File: src/hw/rtl/rtmws_pkg.sv
`timescale 1ns / 1ps

package rtmws_pkg;

	// Frame geometry limits used by the window test
	localparam int unsigned MAX_COLUMNS = 1024;
	localparam int unsigned MAX_ROWS    = 1024;

	localparam int NumCh    = 3;
	localparam int ChanW    = 8;
	localparam int PosW     = 10;
	localparam int BoundW   = 11;
	localparam int LimW     = 16;
	localparam int SumW     = 28;
	localparam int TallyW   = 21;
	localparam int RegIdxW  = 3;
	localparam int CfgDataW = 16;
	localparam int GeoW     = 13;

	localparam logic [ChanW-1:0]  CHANNEL_TOP  = '1;
	localparam logic [BoundW-1:0] WIN_HIGH_RST = BoundW'(1024);
	localparam logic [LimW-1:0]   LIMITS_RST   = 16'hFF00;
	localparam logic [GeoW-1:0]   COL_LIMIT    = GeoW'(MAX_COLUMNS);
	localparam logic [GeoW-1:0]   ROW_LIMIT    = GeoW'(MAX_ROWS);

	typedef enum logic [RegIdxW-1:0] {
		REG_WIN_X_LOW,
		REG_WIN_X_HIGH,
		REG_WIN_Y_LOW,
		REG_WIN_Y_HIGH,
		REG_RED_LIMITS,
		REG_GREEN_LIMITS,
		REG_BLUE_LIMITS
	} reg_index_t;

	typedef struct packed {
		logic [PosW-1:0]              x_low;
		logic [BoundW-1:0]            x_high;
		logic [PosW-1:0]              y_low;
		logic [BoundW-1:0]            y_high;
		logic [NumCh-1:0][LimW-1:0]   limits;  // index 0 red, 1 green, 2 blue
	} cfg_t;

	typedef struct packed {
		logic [NumCh-1:0][ChanW-1:0]  color;
		logic [PosW-1:0]              column;
		logic [PosW-1:0]              row;
		logic                         frame_end;
	} pixel_t;

	typedef struct packed {
		logic match;
		logic in_window;
	} class_t;

	typedef struct packed {
		logic [NumCh-1:0][SumW-1:0]   sum;
		logic [TallyW-1:0]            tally;
		logic [NumCh-1:0][ChanW-1:0]  minv;
		logic [NumCh-1:0][ChanW-1:0]  maxv;
	} stats_t;

	typedef struct packed {
		logic   is_match;
		logic   stats_valid;
		stats_t stats;
	} result_t;

endpackage

File: src/hw/rtl/rtmws_if.sv
`timescale 1ns / 1ps

interface rtmws_pixel_if;
	import rtmws_pkg::*;

	logic              valid;
	logic              ready;
	logic [ChanW-1:0]  red;
	logic [ChanW-1:0]  green;
	logic [ChanW-1:0]  blue;
	logic [PosW-1:0]   column;
	logic [PosW-1:0]   row;
	logic              frame_end;

	modport source (output valid, red, green, blue, column, row, frame_end, input ready);
	modport sink   (input valid, red, green, blue, column, row, frame_end, output ready);
endinterface

interface rtmws_result_if;
	import rtmws_pkg::*;

	logic               valid;
	logic               ready;
	logic               is_match;
	logic               stats_valid;
	logic [SumW-1:0]    sum_red;
	logic [SumW-1:0]    sum_green;
	logic [SumW-1:0]    sum_blue;
	logic [TallyW-1:0]  window_pixels;
	logic [ChanW-1:0]   min_red;
	logic [ChanW-1:0]   max_red;
	logic [ChanW-1:0]   min_green;
	logic [ChanW-1:0]   max_green;
	logic [ChanW-1:0]   min_blue;
	logic [ChanW-1:0]   max_blue;

	modport source (output valid, is_match, stats_valid, sum_red, sum_green, sum_blue,
		window_pixels, min_red, max_red, min_green, max_green, min_blue, max_blue,
		input ready);
	modport sink   (input valid, is_match, stats_valid, sum_red, sum_green, sum_blue,
		window_pixels, min_red, max_red, min_green, max_green, min_blue, max_blue,
		output ready);
endinterface

File: src/hw/rtl/rtmws_cfg_regs.sv
`timescale 1ns / 1ps

module rtmws_cfg_regs (
	input  logic                              clk,
	input  logic                              arst_n,
	input  logic                              write_enable,
	input  logic [rtmws_pkg::RegIdxW-1:0]     reg_index,
	input  logic [rtmws_pkg::CfgDataW-1:0]    write_data,
	output rtmws_pkg::cfg_t                   cfg
);
	import rtmws_pkg::*;

	cfg_t cfg_q;

	always_ff @(posedge clk or negedge arst_n) begin
		if (!arst_n) begin
			cfg_q.x_low     <= '0;
			cfg_q.x_high    <= WIN_HIGH_RST;
			cfg_q.y_low     <= '0;
			cfg_q.y_high    <= WIN_HIGH_RST;
			cfg_q.limits[0] <= LIMITS_RST;
			cfg_q.limits[1] <= LIMITS_RST;
			cfg_q.limits[2] <= LIMITS_RST;
		end else if (write_enable) begin
			unique case (reg_index_t'(reg_index))
				REG_WIN_X_LOW:    cfg_q.x_low     <= write_data[PosW-1:0];
				REG_WIN_X_HIGH:   cfg_q.x_high    <= write_data[BoundW-1:0];
				REG_WIN_Y_LOW:    cfg_q.y_low     <= write_data[PosW-1:0];
				REG_WIN_Y_HIGH:   cfg_q.y_high    <= write_data[BoundW-1:0];
				REG_RED_LIMITS:   cfg_q.limits[0] <= write_data[LimW-1:0];
				REG_GREEN_LIMITS: cfg_q.limits[1] <= write_data[LimW-1:0];
				REG_BLUE_LIMITS:  cfg_q.limits[2] <= write_data[LimW-1:0];
				default: ;  // unmapped index, write dropped
			endcase
		end
	end

	assign cfg = cfg_q;
endmodule

File: src/hw/rtl/rtmws_classify.sv
`timescale 1ns / 1ps

module rtmws_classify (
	input  rtmws_pkg::cfg_t    cfg,
	input  rtmws_pkg::pixel_t  pix,
	output rtmws_pkg::class_t  cls
);
	import rtmws_pkg::*;

	logic [NumCh-1:0] chan_ok;
	logic             col_ok;
	logic             row_ok;

	// exclusive bounds: low byte below, high byte above
	always_comb begin
		for (int c = 0; c < NumCh; c++) begin
			chan_ok[c] = (pix.color[c] > cfg.limits[c][ChanW-1:0]) &&
				(pix.color[c] < cfg.limits[c][LimW-1:ChanW]);
		end
	end

	assign col_ok = (pix.column >= cfg.x_low) && ({1'b0, pix.column} < cfg.x_high) &&
		({{(GeoW-PosW){1'b0}}, pix.column} < COL_LIMIT);
	assign row_ok = (pix.row >= cfg.y_low) && ({1'b0, pix.row} < cfg.y_high) &&
		({{(GeoW-PosW){1'b0}}, pix.row} < ROW_LIMIT);

	assign cls.match     = &chan_ok;
	assign cls.in_window = col_ok && row_ok;
endmodule

File: src/hw/rtl/rtmws_stats.sv
`timescale 1ns / 1ps

module rtmws_stats (
	input  logic               clk,
	input  logic               arst_n,
	input  logic               step,
	input  rtmws_pkg::pixel_t  pix,
	input  rtmws_pkg::class_t  cls,
	output rtmws_pkg::stats_t  report
);
	import rtmws_pkg::*;

	stats_t acc_q;
	stats_t acc_upd;
	logic [SumW:0] sum_ext [NumCh];

	// saturating sums, independent min and max per channel
	always_comb begin
		acc_upd = acc_q;
		for (int c = 0; c < NumCh; c++) begin
			sum_ext[c] = {1'b0, acc_q.sum[c]} + (SumW+1)'(pix.color[c]);
			if (cls.in_window) begin
				acc_upd.sum[c] = sum_ext[c][SumW] ? '1 : sum_ext[c][SumW-1:0];
				if (pix.color[c] < acc_q.minv[c]) begin
					acc_upd.minv[c] = pix.color[c];
				end
				if (pix.color[c] > acc_q.maxv[c]) begin
					acc_upd.maxv[c] = pix.color[c];
				end
			end
		end
		if (cls.in_window && (acc_q.tally != '1)) begin
			acc_upd.tally = acc_q.tally + TallyW'(1);
		end
	end

	always_ff @(posedge clk or negedge arst_n) begin
		if (!arst_n) begin
			acc_q.sum   <= '0;
			acc_q.tally <= '0;
			acc_q.minv  <= {NumCh{CHANNEL_TOP}};
			acc_q.maxv  <= '0;
		end else if (step) begin
			if (pix.frame_end) begin
				acc_q.sum   <= '0;
				acc_q.tally <= '0;
				acc_q.minv  <= {NumCh{CHANNEL_TOP}};
				acc_q.maxv  <= '0;
			end else begin
				acc_q <= acc_upd;
			end
		end
	end

	assign report = pix.frame_end ? acc_upd : '0;
endmodule

File: src/hw/rtl/rgb_threshold_mask_with_window_stats_core.sv
`timescale 1ns / 1ps

// Channel   Role    Beat payload
// pixel     sink    red, green, blue, column, row, frame_end
// result    source  is_match, stats_valid, sums, window_pixels, min/max per channel
// write     input   write_enable, reg_index, write_data (no read-back)
//
// One beat per clock sustained while result.ready stays high; a pixel passes through the
// input register, then the result register, before its result is valid.
// The statistics accumulators update as a pixel moves from the input register to the
// result register; all compare, add and min/max logic sits in that single stage.
// arst_n resets the valid flags, the configuration and the accumulators at once.
// A stalled result holds in place; the input register still fills, after which pixel.ready
// drops until the result is taken.

module rgb_threshold_mask_with_window_stats_core (
	input  logic                              clk,
	input  logic                              arst_n,
	rtmws_pixel_if.sink                       pixel,
	rtmws_result_if.source                    result,
	input  logic                              write_enable,
	input  logic [rtmws_pkg::RegIdxW-1:0]     reg_index,
	input  logic [rtmws_pkg::CfgDataW-1:0]    write_data
);
	import rtmws_pkg::*;

	cfg_t    cfg;
	pixel_t  pix_in;
	pixel_t  pix_s1;
	logic    valid_s1;
	class_t  cls;
	stats_t  report;
	result_t res_s2;
	logic    valid_s2;
	logic    adv_s2;
	logic    ready_s1;
	logic    step;

	rtmws_cfg_regs u_cfg (
		.clk          (clk),
		.arst_n       (arst_n),
		.write_enable (write_enable),
		.reg_index    (reg_index),
		.write_data   (write_data),
		.cfg          (cfg)
	);

	// pack the incoming beat
	assign pix_in.color[0]  = pixel.red;
	assign pix_in.color[1]  = pixel.green;
	assign pix_in.color[2]  = pixel.blue;
	assign pix_in.column    = pixel.column;
	assign pix_in.row       = pixel.row;
	assign pix_in.frame_end = pixel.frame_end;

	// result register frees up when empty or being taken; input register follows
	assign adv_s2      = !valid_s2 || result.ready;
	assign ready_s1    = !valid_s1 || adv_s2;
	assign pixel.ready = ready_s1;
	assign step        = valid_s1 && adv_s2;

	always_ff @(posedge clk or negedge arst_n) begin
		if (!arst_n) begin
			valid_s1 <= 1'b0;
			valid_s2 <= 1'b0;
		end else begin
			if (ready_s1) begin
				valid_s1 <= pixel.valid;
			end
			if (adv_s2) begin
				valid_s2 <= valid_s1;
			end
		end
	end

	always_ff @(posedge clk) begin
		if (pixel.valid && ready_s1) begin
			pix_s1 <= pix_in;
		end
		if (step) begin
			res_s2.is_match    <= cls.match;
			res_s2.stats_valid <= pix_s1.frame_end;
			res_s2.stats       <= report;
		end
	end

	rtmws_classify u_classify (
		.cfg (cfg),
		.pix (pix_s1),
		.cls (cls)
	);

	// accumulators advance only when the pixel actually moves into the result register
	rtmws_stats u_stats (
		.clk    (clk),
		.arst_n (arst_n),
		.step   (step),
		.pix    (pix_s1),
		.cls    (cls),
		.report (report)
	);

	assign result.valid         = valid_s2;
	assign result.is_match      = res_s2.is_match;
	assign result.stats_valid   = res_s2.stats_valid;
	assign result.sum_red       = res_s2.stats.sum[0];
	assign result.sum_green     = res_s2.stats.sum[1];
	assign result.sum_blue      = res_s2.stats.sum[2];
	assign result.window_pixels = res_s2.stats.tally;
	assign result.min_red       = res_s2.stats.minv[0];
	assign result.max_red       = res_s2.stats.maxv[0];
	assign result.min_green     = res_s2.stats.minv[1];
	assign result.max_green     = res_s2.stats.maxv[1];
	assign result.min_blue      = res_s2.stats.minv[2];
	assign result.max_blue      = res_s2.stats.maxv[2];
endmodule

File: src/flat_wrapper.sv
// flat-port wrapper written by rule: the top's interface ports become plain ports
module rgb_threshold_mask_with_window_stats_core_flat import rtmws_pkg::*;
  (clk, arst_n, write_enable, reg_index, write_data, pixel_valid, pixel_red, pixel_green, pixel_blue, pixel_column, pixel_row, pixel_frame_end, pixel_ready, result_valid, result_is_match, result_stats_valid, result_sum_red, result_sum_green, result_sum_blue, result_window_pixels, result_min_red, result_max_red, result_min_green, result_max_green, result_min_blue, result_max_blue, result_ready);
  rtmws_pixel_if pixel_i ();
  rtmws_result_if result_i ();
  input  logic clk;
  input  logic arst_n;
  input  logic write_enable;
  input  logic [rtmws_pkg::RegIdxW-1:0] reg_index;
  input  logic [rtmws_pkg::CfgDataW-1:0] write_data;
  input wire logic [$bits(pixel_i.valid)-1:0] pixel_valid;
  input wire logic [$bits(pixel_i.red)-1:0] pixel_red;
  input wire logic [$bits(pixel_i.green)-1:0] pixel_green;
  input wire logic [$bits(pixel_i.blue)-1:0] pixel_blue;
  input wire logic [$bits(pixel_i.column)-1:0] pixel_column;
  input wire logic [$bits(pixel_i.row)-1:0] pixel_row;
  input wire logic [$bits(pixel_i.frame_end)-1:0] pixel_frame_end;
  output wire logic [$bits(pixel_i.ready)-1:0] pixel_ready;
  output wire logic [$bits(result_i.valid)-1:0] result_valid;
  output wire logic [$bits(result_i.is_match)-1:0] result_is_match;
  output wire logic [$bits(result_i.stats_valid)-1:0] result_stats_valid;
  output wire logic [$bits(result_i.sum_red)-1:0] result_sum_red;
  output wire logic [$bits(result_i.sum_green)-1:0] result_sum_green;
  output wire logic [$bits(result_i.sum_blue)-1:0] result_sum_blue;
  output wire logic [$bits(result_i.window_pixels)-1:0] result_window_pixels;
  output wire logic [$bits(result_i.min_red)-1:0] result_min_red;
  output wire logic [$bits(result_i.max_red)-1:0] result_max_red;
  output wire logic [$bits(result_i.min_green)-1:0] result_min_green;
  output wire logic [$bits(result_i.max_green)-1:0] result_max_green;
  output wire logic [$bits(result_i.min_blue)-1:0] result_min_blue;
  output wire logic [$bits(result_i.max_blue)-1:0] result_max_blue;
  input wire logic [$bits(result_i.ready)-1:0] result_ready;
  assign pixel_i.valid = pixel_valid;
  assign pixel_i.red = pixel_red;
  assign pixel_i.green = pixel_green;
  assign pixel_i.blue = pixel_blue;
  assign pixel_i.column = pixel_column;
  assign pixel_i.row = pixel_row;
  assign pixel_i.frame_end = pixel_frame_end;
  assign pixel_ready = pixel_i.ready;
  assign result_valid = result_i.valid;
  assign result_is_match = result_i.is_match;
  assign result_stats_valid = result_i.stats_valid;
  assign result_sum_red = result_i.sum_red;
  assign result_sum_green = result_i.sum_green;
  assign result_sum_blue = result_i.sum_blue;
  assign result_window_pixels = result_i.window_pixels;
  assign result_min_red = result_i.min_red;
  assign result_max_red = result_i.max_red;
  assign result_min_green = result_i.min_green;
  assign result_max_green = result_i.max_green;
  assign result_min_blue = result_i.min_blue;
  assign result_max_blue = result_i.max_blue;
  assign result_i.ready = result_ready;
  rgb_threshold_mask_with_window_stats_core u_core (.clk(clk), .arst_n(arst_n), .pixel(pixel_i), .result(result_i), .write_enable(write_enable), .reg_index(reg_index), .write_data(write_data));
endmodule
File: config.mk
export PLATFORM = sky130hd
export DESIGN_NAME = rgb_threshold_mask_with_window_stats_core_flat
export DESIGN_NICKNAME = d
export VERILOG_FILES = /design/src/hw/rtl/rtmws_pkg.sv /design/src/hw/rtl/rtmws_if.sv /design/src/hw/rtl/rtmws_cfg_regs.sv /design/src/hw/rtl/rtmws_classify.sv /design/src/hw/rtl/rtmws_stats.sv /design/src/hw/rtl/rgb_threshold_mask_with_window_stats_core.sv /design/src/flat_wrapper.sv
export SDC_FILE = /design/constraint.sdc
export NUM_CORES = 1
export LEC_CHECK = 0
export ABC_AREA = 1
export BUFFER_PORTS_ARGS = -buffer_cell sky130_fd_sc_hd__buf_4
export CELL_PAD_IN_SITES_DETAIL_PLACEMENT = 1
export CELL_PAD_IN_SITES_GLOBAL_PLACEMENT = 1
export CORE_MARGIN = 5
export CORE_UTILIZATION = 45
export DETAILED_ROUTE_END_ITERATION = 8
export PLACE_DENSITY_LB_ADDON = 0.12
export SYNTH_ARGS = -nofsm -noshare
export SYNTH_HDL_FRONTEND = slang
export SYNTH_SLANG_ARGS = --single-unit
File: constraint.sdc
create_clock -name clk -period 5.2 [get_ports clk]
set_clock_uncertainty 0.2 [all_clocks]
set_input_delay 0.26 -clock clk [delete_from_list [all_inputs] [get_ports clk]]
set_output_delay 0.26 -clock clk [all_outputs]
set_load 0.01 [all_outputs]
; After elaboration in Yosys (flattened, before gate mapping)
; Index checks and enable logic that the tools add are counted.
[classes]
n_addsub = 4
magnitude_cmp = 16
n_eq_ne = 7
muxes = 20
reduce_logical = 22
[op_table]
columns = op, count
row1 = $mux 28, 6
row2 = $mux 153, 1
row3 = $mux 8, 12
row4 = $add 28x8->29, 3
row5 = $gt 8x8->1, 6
row6 = $lt 8x8->1, 6
row7 = $lt 10x11->1, 2
row8 = $add 21x1->21 const B, 1
row9 = $mux 21, 1
row10 = $ne 21x21->1 const B, 1
row11 = $ge 10x10->1, 2
row12 = $reduce_and 2->1, 7
row13 = $eq 3x3->1 const B, 3
row14 = $logic_and 1x1->1, 9
row15 = $eq 3x2->1 const B, 2
row16 = $eq 3x1->1 const B, 1
row17 = $logic_not 3->1, 1
row18 = $reduce_and 3->1, 1
row19 = $logic_not 1->1, 2
row20 = $logic_or 1x1->1, 2
[totals]
reg_bits = 445
in_bits = 69
out_inout_bits = 157
wordCells = 106

; Depth between registers and ports, before layout
; Gate-level depths: netlist of run 1.
[depth]
ltp_word = 6
ltp_mapped = 18
depth_no_buf = 16

; Cells and area by module
; From an unflattened synthesis of run 1, not the netlist that was laid out.
[hier_totals]
hier_cells = 3130
area_unflattened_um2 = 25333.0
[by_module_without_submodules]
columns = mod, instances, cells_each, area_per_inst_um2, seq_area_each_um2
row1 = rtmws_stats, 1, 2125, 13317.8, 3858.7
row2 = rgb_threshold_mask_with_window_stats_core, 1, 212, 6100.9, 6055.8
row3 = rtmws_cfg_regs, 1, 401, 3606.0, 2284.7
row4 = rtmws_classify, 1, 392, 2308.5, 0.0

; Least setup slack after synthesis of run 1
; Ideal clock, no wire load.
[synth_path]
path_kind = reg-to-reg
from = register u_core.valid_s2 (netlist: u_core.result.valid)
to = register, netlist name u_core.result.is_match
setup_time_ps = 507
arrival_time_ps = 3975
required_ps = 4493
setup_slack_ps = 518
stages_incl_launch_ff = 6
n_path_buf = 2
synth_period_minus_slack_ps = 4682
cell_sequence = dfrtp_1 > nand2_1 > nand2_1 > clkbuf_1 > buf_1 > inv_1
[synth_via]
elab_chain_len = 3
[synth_rtl]
columns = element, line
row1 = from (decl), rgb_threshold_mask_with_window_stats_core.sv:34  ; logic valid_s2;
row2 = from (signal assigned), rgb_threshold_mask_with_window_stats_core.sv:71  ; valid_s2 <= valid_s1;
row3 = $logic_not 1->1, rgb_threshold_mask_with_window_stats_core.sv:57  ; assign adv_s2 = !valid_s2 || result.ready;
row4 = $logic_or 1x1->1, rgb_threshold_mask_with_window_stats_core.sv:57
row5 = $logic_and 1x1->1, rgb_threshold_mask_with_window_stats_core.sv:60  ; assign step = valid_s1 && adv_s2;
row6 = named net u_core.step, rgb_threshold_mask_with_window_stats_core.sv:37  ; logic step;
; The timed path passes the listed nets, and every way through them passes these cells.
; A chain may end at the register's enable or synchronous reset.

; Final worst setup path of run 1
[layout_path]
from = register u_core.pix_s1[10] in the netlist's numbering
to = register u_core.res_s2, in the netlist u_core.result.sum_red[1] (data pin)
[layout_via]
elab_chain_len = 4
elab_cells_between_ends = 5
classes_between = order compare (2) / mux (1) / reduce/logical (2)
[layout_rtl]
columns = element, line
row1 = from (decl), rgb_threshold_mask_with_window_stats_core.sv:29  ; pixel_t pix_s1;
row2 = from (signal assigned), rgb_threshold_mask_with_window_stats_core.sv:78  ; pix_s1 <= pix_in;
row3 = $lt 10x11->1 / $ge 10x10->1 (equally long branches), rtmws_classify.sv:24  ; assign row_ok = (pix.row >= cfg.y_low) && ({1'b0, pix.row} < cfg.y_high) &&
row4 = $logic_and 1x1->1 (*), rtmws_classify.sv:24
row5 = $logic_and 1x1->1 (*), rtmws_classify.sv:28  ; assign cls.in_window = col_ok && row_ok;
row6 = $mux 28 (*), rtmws_stats.sv:22  ; if (cls.in_window) begin
row7 = to (decl), rgb_threshold_mask_with_window_stats_core.sv:33  ; result_t res_s2;
; Every way passes the cells marked *; elsewhere a longest branch is shown, timed or not.

==> results of run 1 <==
-- layout make-up --
type | count | area (um^2) | share of cell area [%]
clock buffers | 77 | 1520 | 4.82
clock inverters | 20 | 171 | 0.545
inverters | 427 | 1610 | 5.12
multi-input cells | 2570 | 12400 | 39.4
flip-flops and latches | 445 | 12200 | 38.8
well taps | 773 | 967 | 3.07
repair buffers | 312 | 2590 | 8.23
-- registers in the layout (all words and copies together) (netlist names), 21 cells and up --
register                     flops
u_core.u_stats.acc_q           153
u_core.u_cfg.cfg                90
u_core.pix_s1                   45
u_core.result.sum_blue          28
u_core.result.sum_green         28
u_core.result.sum_red           28
u_core.result.window_pixels     21
-- cell usage after synthesis (all sizes together) --
cell type	count
dfstp	50
o21a	7
o21ai	138
nand4	35
a21boi	1
dfrtp	195
nor2	160
clkbuf	63
and2	19
xor2	13
inv	427
xnor2	8
ha	153
a21oi	191
and3	1
nand2	1521
nand3	284
nand3b	15
fa	3
a21o	1
edfxtp	200
buf	46
o211ai	1
nor3b	4
nor3	15
-- power breakdown --
group / internal (W) / switching, W / total [W] / leakage [nW]
logic: 0.000973 / 0.00182 / 0.00279 / 10.1
registers: 0.00427 / 0.000348 / 0.00461 / 5.12
clock network: 0.00212 / 0.00155 / 0.00367 / 0.832
-- cells by family after synthesis --
logic type,share of synthesized area (%)
xor gates and xnor gates,0.687
DFF,45.6
and+or+nand+nor,31.6
AOI/OAI and AO/OA,6.58
adders and majority gates,7.37
buffers and inverters,8.19
-- stage by stage --
stage                     util (%)  instances  hold WS, ns
after global routing          53.3       4624        0.165
final                         53.3       4624       0.0962
after floorplan                  -       3551       -0.236
after CTS                     53.3       4624        0.122
after detailed placement      49.3       4461        0.207
after global placement        49.3       4461        0.203
-- placed cells by master, fill, tap and decap left out, types with 13 or more instances in the layout --
master         netlist  routed
clkbuf_16            0      53
buf_4               12     239
xor2_1              13      13
dlygate4sd3_1        0      66
nand3_1            274     274
edfxtp_1           200     200
and2_1              18      18
clkinv_2             0      13
nand3b_1            15      15
dfstp_2             50      50
a21oi_1            190     190
nand4_1             35      35
o21ai_0            123     123
nor2_1             146     145
clkbuf_1            61      14
ha_1               153     153
dfrtp_1            195     195
inv_1              420     418
nand2_1           1512    1510
-- timing repair --
item,4_1_cts,5_1_grt
hold buffers,66,0
endpoints found under the hold margin,218,0
endpoints found under the setup margin,0,0
-- metal layers --
layer  GRT usage, %  up-vias
met5              0        -
met2           47.4      433
met1           35.7    12200
li1               -    11800
met3           3.43      131
met4           7.21        0
-- worst max path at each step --
stage / start / to
finish: u_core.pix_s1[10] / u_core.result.sum_red[1]
global route: u_core.pix_s1[10] / u_core.result.sum_red[1]
CTS: u_core.pix_s1[15] / u_core.result.sum_red[1]
detailed placement: u_core.pix_s1[10] / u_core.result.sum_red[1]
global placement: u_core.pix_s1[9] / u_core.result.max_green[0]
floorplan: u_core.result.valid / u_core.result.is_match
==> reports/results.ini, run 1 <==
[final_layout]
final_instance_area_um2 = 31500
antenna_cells = 0
final_layout_size_suffix_gt1_share_pct = 11.4
area_delta_synth_final_pct = 17.5
num-nets-final = 4033
layout.filler_cells = 7326

[worst_setup_path]
timing.critical_path.depth = 12
setup.worst_path.class = flop to flop
cp.required_ns = 5.36
critical_path_buf_inv_count = 2
worst_setup_path_start_kind = flop
crit_family = simple AND/OR/NAND/NOR gates
cp_max_fo = 55
arrival_time_at_the_worst_endpoint_ns = 3.51
critical_path.cell_chain = ha_1, inv_1, nor2_1, nand2_1, nor2_1, nand2_1, nand3_1, a21oi_2, nand2_4, buf_4, o21ai_0, and2_1
timing.critical_path.to_type = flop
worst_flop_to_flop_path_startpoint = u_core.pix_s1[10]
worst_r2r_path_depth = 12
critical-path-slowest-cell = nand2_4
endpoint_of_the_worst_slack_reg_to_reg_timing_path = u_core.result.sum_red[1]
critPathMaxStageDelay_ns = 0.57
reg2reg_setup_slack_ns = 1.85

[grt]
grt-ovfl-total = 0
grt_pass1_wl_um = 141000
grt_start_max_net_pins = 109
antenna_violations_before_repair = 0
track_usage_pct = 27.1
first_global_vias = 26300

[clocking]
postCtsSetupBuffers = 0
clock_tree.htree_level_count = 2
cts.reportedPaths.clkPinSlew_ns = 0.06
cts_num_sinks = 445
clock_path_buffers = 3
post_cts.resized_instances = 0
tritoncts = yes
cts-root-buf = clkbuf_16
cts_made_buffers = 52
clock_insertion_delay_worst_skew_ns = 0.62

[pwr]
pd_cells_nw_per_um2 = 352
report.power.total_w = 0.0111
power.static_leakage_nw = 16.0
max-vdd-ir-drop_mv = 0.293

[logic_synthesis]
synth-seq-area-share_pct = 45.6
synth_largest_type_area_fraction_pct = 22.4
largest_cells_by_area_after_synthesis = edfxtp_1 22%, nand2_1 21%, dfrtp_1 18%, ha_1 7.2%, inv_1 5.9%
synthesis.yosys.warnings = 0
ys_ff_latch = 445
synth.avg_cell_area_um2 = 7.54
synth.net_count = 3776
synth_area_leader_cell = edfxtp_1
syn_inst = 3551
synthDistinctLibCells = 43
post_synth_instance_area_um2 = 26800

[sta]
total_negative_slack_for_setup_checks_ns = 0
finalHoldViolCount = 0
finalWorstPathRequiredPeriod_ns = 3.35
fmaxAchievable_ghz = 0.299
worst_slew_margin_rel_pct = 29.8
rsz0062_at_grt = false
setup_violations = 0
final_min_period_over_clock_period_pct = 64.3
least_setup_slack_across_all_paths_after_layout_ns = 1.85
worst_slew_pin_slew_ns = 1.05
slew_viol_final = 0

[floorplan]
die_height_um = 254
initial_utilization_pct = 45.4
io_pins = 226
die_area_um2 = 64500
core.rowCount = 89
chipWidth_um = 254
placeableCoreArea_um2 = 59000

[route]
drc = 0
dr.pass1.iters = 6
routed-via-count = 24600
drt_iter0_drc = 1358
met1_length_um = 39400
met3_length_um = 3530
ant_nets = 0
vias_per_cell = 5.32
routed_wl_um = 88800
top_signal_layer_used = met4
dr_wl_met2_um = 43600
avgRoutedWirePerCell_um = 19.2

[place]
dpl_cell_area_um2 = 29100
numPortBuffers = 225
dpl_worst_slack_ns = 1.84
gpl.final_weighted_congestion = 0.911
dp_hpwl_um = 62300

[run_status]
run_status = finished, final reports clean

[hold_path]
min-delay-path-class = input pin to async pin

[job]
maxcap_violations = 0

Note: power is estimated with default switching activity, not from simulation.
==> run 2, diff against run 1 <==
Settings changed: CORE_UTILIZATION 45 to 41.
Clock period 5.2 ns to 2.7 ns, I/O delays scaled along.
==> reports/results.ini, run 2 (synthesis gave the netlist of run 1 again) <==
[pwr]
pd_cells_nw_per_um2 = 674  ; +91%
max-vdd-ir-drop_mv = 0.489  ; +67%
report.power.total_w = 0.0228  ; +110%
power.static_leakage_nw = 17.1  ; +6.4%

[place]
dp_hpwl_um = 65200  ; +4.5%
gpl.final_weighted_congestion = 0.900  ; -1.2%
dpl_worst_slack_ns = -0.0131  ; -1.86 ns
numPortBuffers = 225  ; unchanged

[grt]
track_usage_pct = 25.6  ; -1.5 points
antenna_violations_before_repair = 4  ; +4
grt_pass1_wl_um = 146000  ; +3.7%
use_met1_pct = 32.7  ; -3.0 points
global_route.peak_usage_layer = met2
first_global_vias = 27000  ; +2.5%
grt_start_max_net_pins = 125  ; +15%
gr-usage-met3_pct = 4.40  ; +0.97 points
grt-ovfl-total = 0  ; unchanged
gr-usage-met2_pct = 44.8  ; -2.7 points

[final_layout]
layout_common_cells = 1474 x nand2_1, 414 x inv_1, 309 x buf_4
num-nets-final = 4171  ; +3.4%
combined_area_of_the_multi_input_logic_cells_um2 = 13000  ; +4.4%
final_layout_size_suffix_gt1_share_pct = 17.0  ; +5.6 points
final_common_cell = nand2_1
final_util_pct = 52.5  ; -0.84 points
flip_flop_count_of_the_largest_register_all_copies_and_words_added = 153  ; unchanged
largest-register = u_core.u_stats.acc_q
area_delta_synth_final_pct = 26.6
layout.filler_cells = 7904  ; +7.9%
final-seq-area_um2 = 12200  ; unchanged

[clocking]
clock_insertion_delay_worst_skew_ns = 0.63  ; about the same
cts_num_sinks = 445  ; unchanged
cts_made_buffers = 53  ; +1.9%
tritoncts = yes
cts.reportedPaths.clkPinSlew_ns = 0.06  ; about the same
clock_tree.htree_level_count = 2  ; unchanged
cts-root-buf = clkbuf_16
clock_path_buffers = 3  ; unchanged

[worst_setup_path]
cp.required_ns = 2.87  ; -2.49 ns
critPathLaunch = u_core.pix_s1[16]
arrival_time_at_the_worst_endpoint_ns = 2.90  ; -0.61 ns
crit_family = simple AND/OR/NAND/NOR gates
critical-path-slowest-cell = edfxtp_1
setup.worst_path.class = flop to flop
reg2reg_setup_slack_ns = -0.03  ; -1.88 ns
critical_path.cell_chain = ha_4, nand2_1, inv_1, nand2_1, nand2_1, nand2_1, nand3_1, nand2_2, nor2_4, buf_12, buf_12, buf_12, o21ai_2, inv_2, nor2_2
dominant_cell_type_by_count_on_the_critical_path = nand2_1
timing.critical_path.to_type = flop
critical_path_buf_inv_count = 5  ; +3
cp_max_fo = 11  ; -80%
worst_flop_to_flop_path_startpoint = u_core.pix_s1[16]
critPathMaxStageDelay_ns = 0.48  ; -0.09 ns
worst_setup_path_start_kind = flop

[floorplan]
chipWidth_um = 266  ; +4.6%
io_pins = 226  ; unchanged
core.rowCount = 93  ; +4.5%
die_height_um = 266  ; +4.6%
placeableCoreArea_um2 = 64600  ; +9.4%
die_area_um2 = 70500  ; +9.4%
initial_utilization_pct = 41.5  ; -3.9 points

[route]
ant_nets = 0  ; unchanged
dr.pass1.iters = 5  ; -1
avgRoutedWirePerCell_um = 19.8  ; +3.1%
drt_iter0_drc = 1398  ; +2.9%
drc = 0  ; unchanged
vias_per_cell = 5.22  ; -1.9%
routed-via-count = 25300  ; +2.9%
routed_wl_um = 96000  ; +8.1%

[job]
maxcap_violations = 0  ; unchanged

[sta]
worst_slew_pin_slew_ns = 0.968  ; -0.0853 ns
worst_slew_margin_rel_pct = 35.3  ; +5.5 points
setup_violations = 17  ; +17
worst_hold_slack_ns = 0.0341  ; -0.0621 ns
finalHoldViolCount = 0  ; unchanged
least_setup_slack_across_all_paths_after_layout_ns = -0.0307  ; -1.88 ns
final_min_period_over_clock_period_pct = 101  ; +37 points
fmaxAchievable_ghz = 0.366  ; +23%
rsz0062_at_grt = true
slew_viol_final = 0  ; unchanged
finalWorstPathRequiredPeriod_ns = 2.73  ; -0.615 ns

[run_status]
violated_checks = negative setup slack
run_status = complete, but fails checks

[hold_path]
min-delay-path-class = input pin to flop
timing.hold.worst.start = pixel_column[2]

[run 2: changes by cell type in the layout (fill, tap and decap cells not counted), sizes merged]
cell	previous run	this run
clkbuf	77	89
diode	0	2
dlygate4sd3	66	90
bufinv	2	3
buf	246	347
inv	428	430
[run 2: final timing paths]
kind	end	cells past startpoint
min in group asynchronous	u_core.u_stats.acc_q[41]	3
hold reg to reg	u_core.u_cfg.cfg[52]	2
hold / removal	u_core.pix_s1[13]	2
max in group asynchronous	u_core.u_cfg.cfg[42]	4
setup reg to reg	u_core.result.sum_red[10]	15
setup / recovery	u_core.result.sum_red[10]	15
[run 2: timing repair]
action,4_1_cts,5_1_grt
gates resized for setup,7,154
hold endpoints to repair,427,0
pin swaps,1,26
gates cloned,0,13
endpoints found under the setup margin,45,204
buffers inserted,2,5
hold buffers,91,0
[run 2: worst reg2reg max path, stage by stage (launching register included)]
cell	delay, ns
edfxtp_1	0.48
ha_4	0.33
nand2_1	0.08
inv_1	0.06
nand2_1	0.05
nand2_1	0.05
nand2_1	0.09
nand3_1	0.12
nand2_2	0.09
nor2_4	0.23
buf_12	0.24
buf_12	0.18
buf_12	0.13
o21ai_2	0.07
inv_2	0.05
nor2_2	0.03
[run 2: area by class of cell]
| type | count | share of cell area, % |
|---|---|---|
| Tap cell | 855 | 3.16 |
| Sequential cell | 445 | 36.0 |
| Antenna cell | 2 | 0.0148 |
| Multi-Input combinational cell | 2570 | 38.2 |
| Clock inverter | 23 | 0.639 |
| Timing Repair Buffer | 449 | 12.5 |
| Inverter | 427 | 4.75 |
| Clock buffer | 77 | 4.72 |
[run 2: routing by layer]
metal	vias up	wire length, um
met3	128	4820
met4	4	2590
met2	522	46900
met5	-	25
met1	12500	41600
li1	12100	-
[run 2: where the power goes]
group	total (W)	leakage [nW]	internal [W]	switching, W
logic	0.00651	11.0	0.00252	0.00400
clock network	0.00749	0.897	0.00440	0.00309
registers	0.00884	5.12	0.00821	0.000637
[run 2: per-stage QoR]
step	area (um^2)	TNS [ns]	cells
2_1_floorplan	26800	-156.48	3551
3_3_place_gp	30200	0	4635
3_5_place_dp	30200	-0.0276	4635
4_1_cts	32900	-0.133	4828
5_1_grt	33900	-13.11	4847
6_report	33900	-0.176	4848
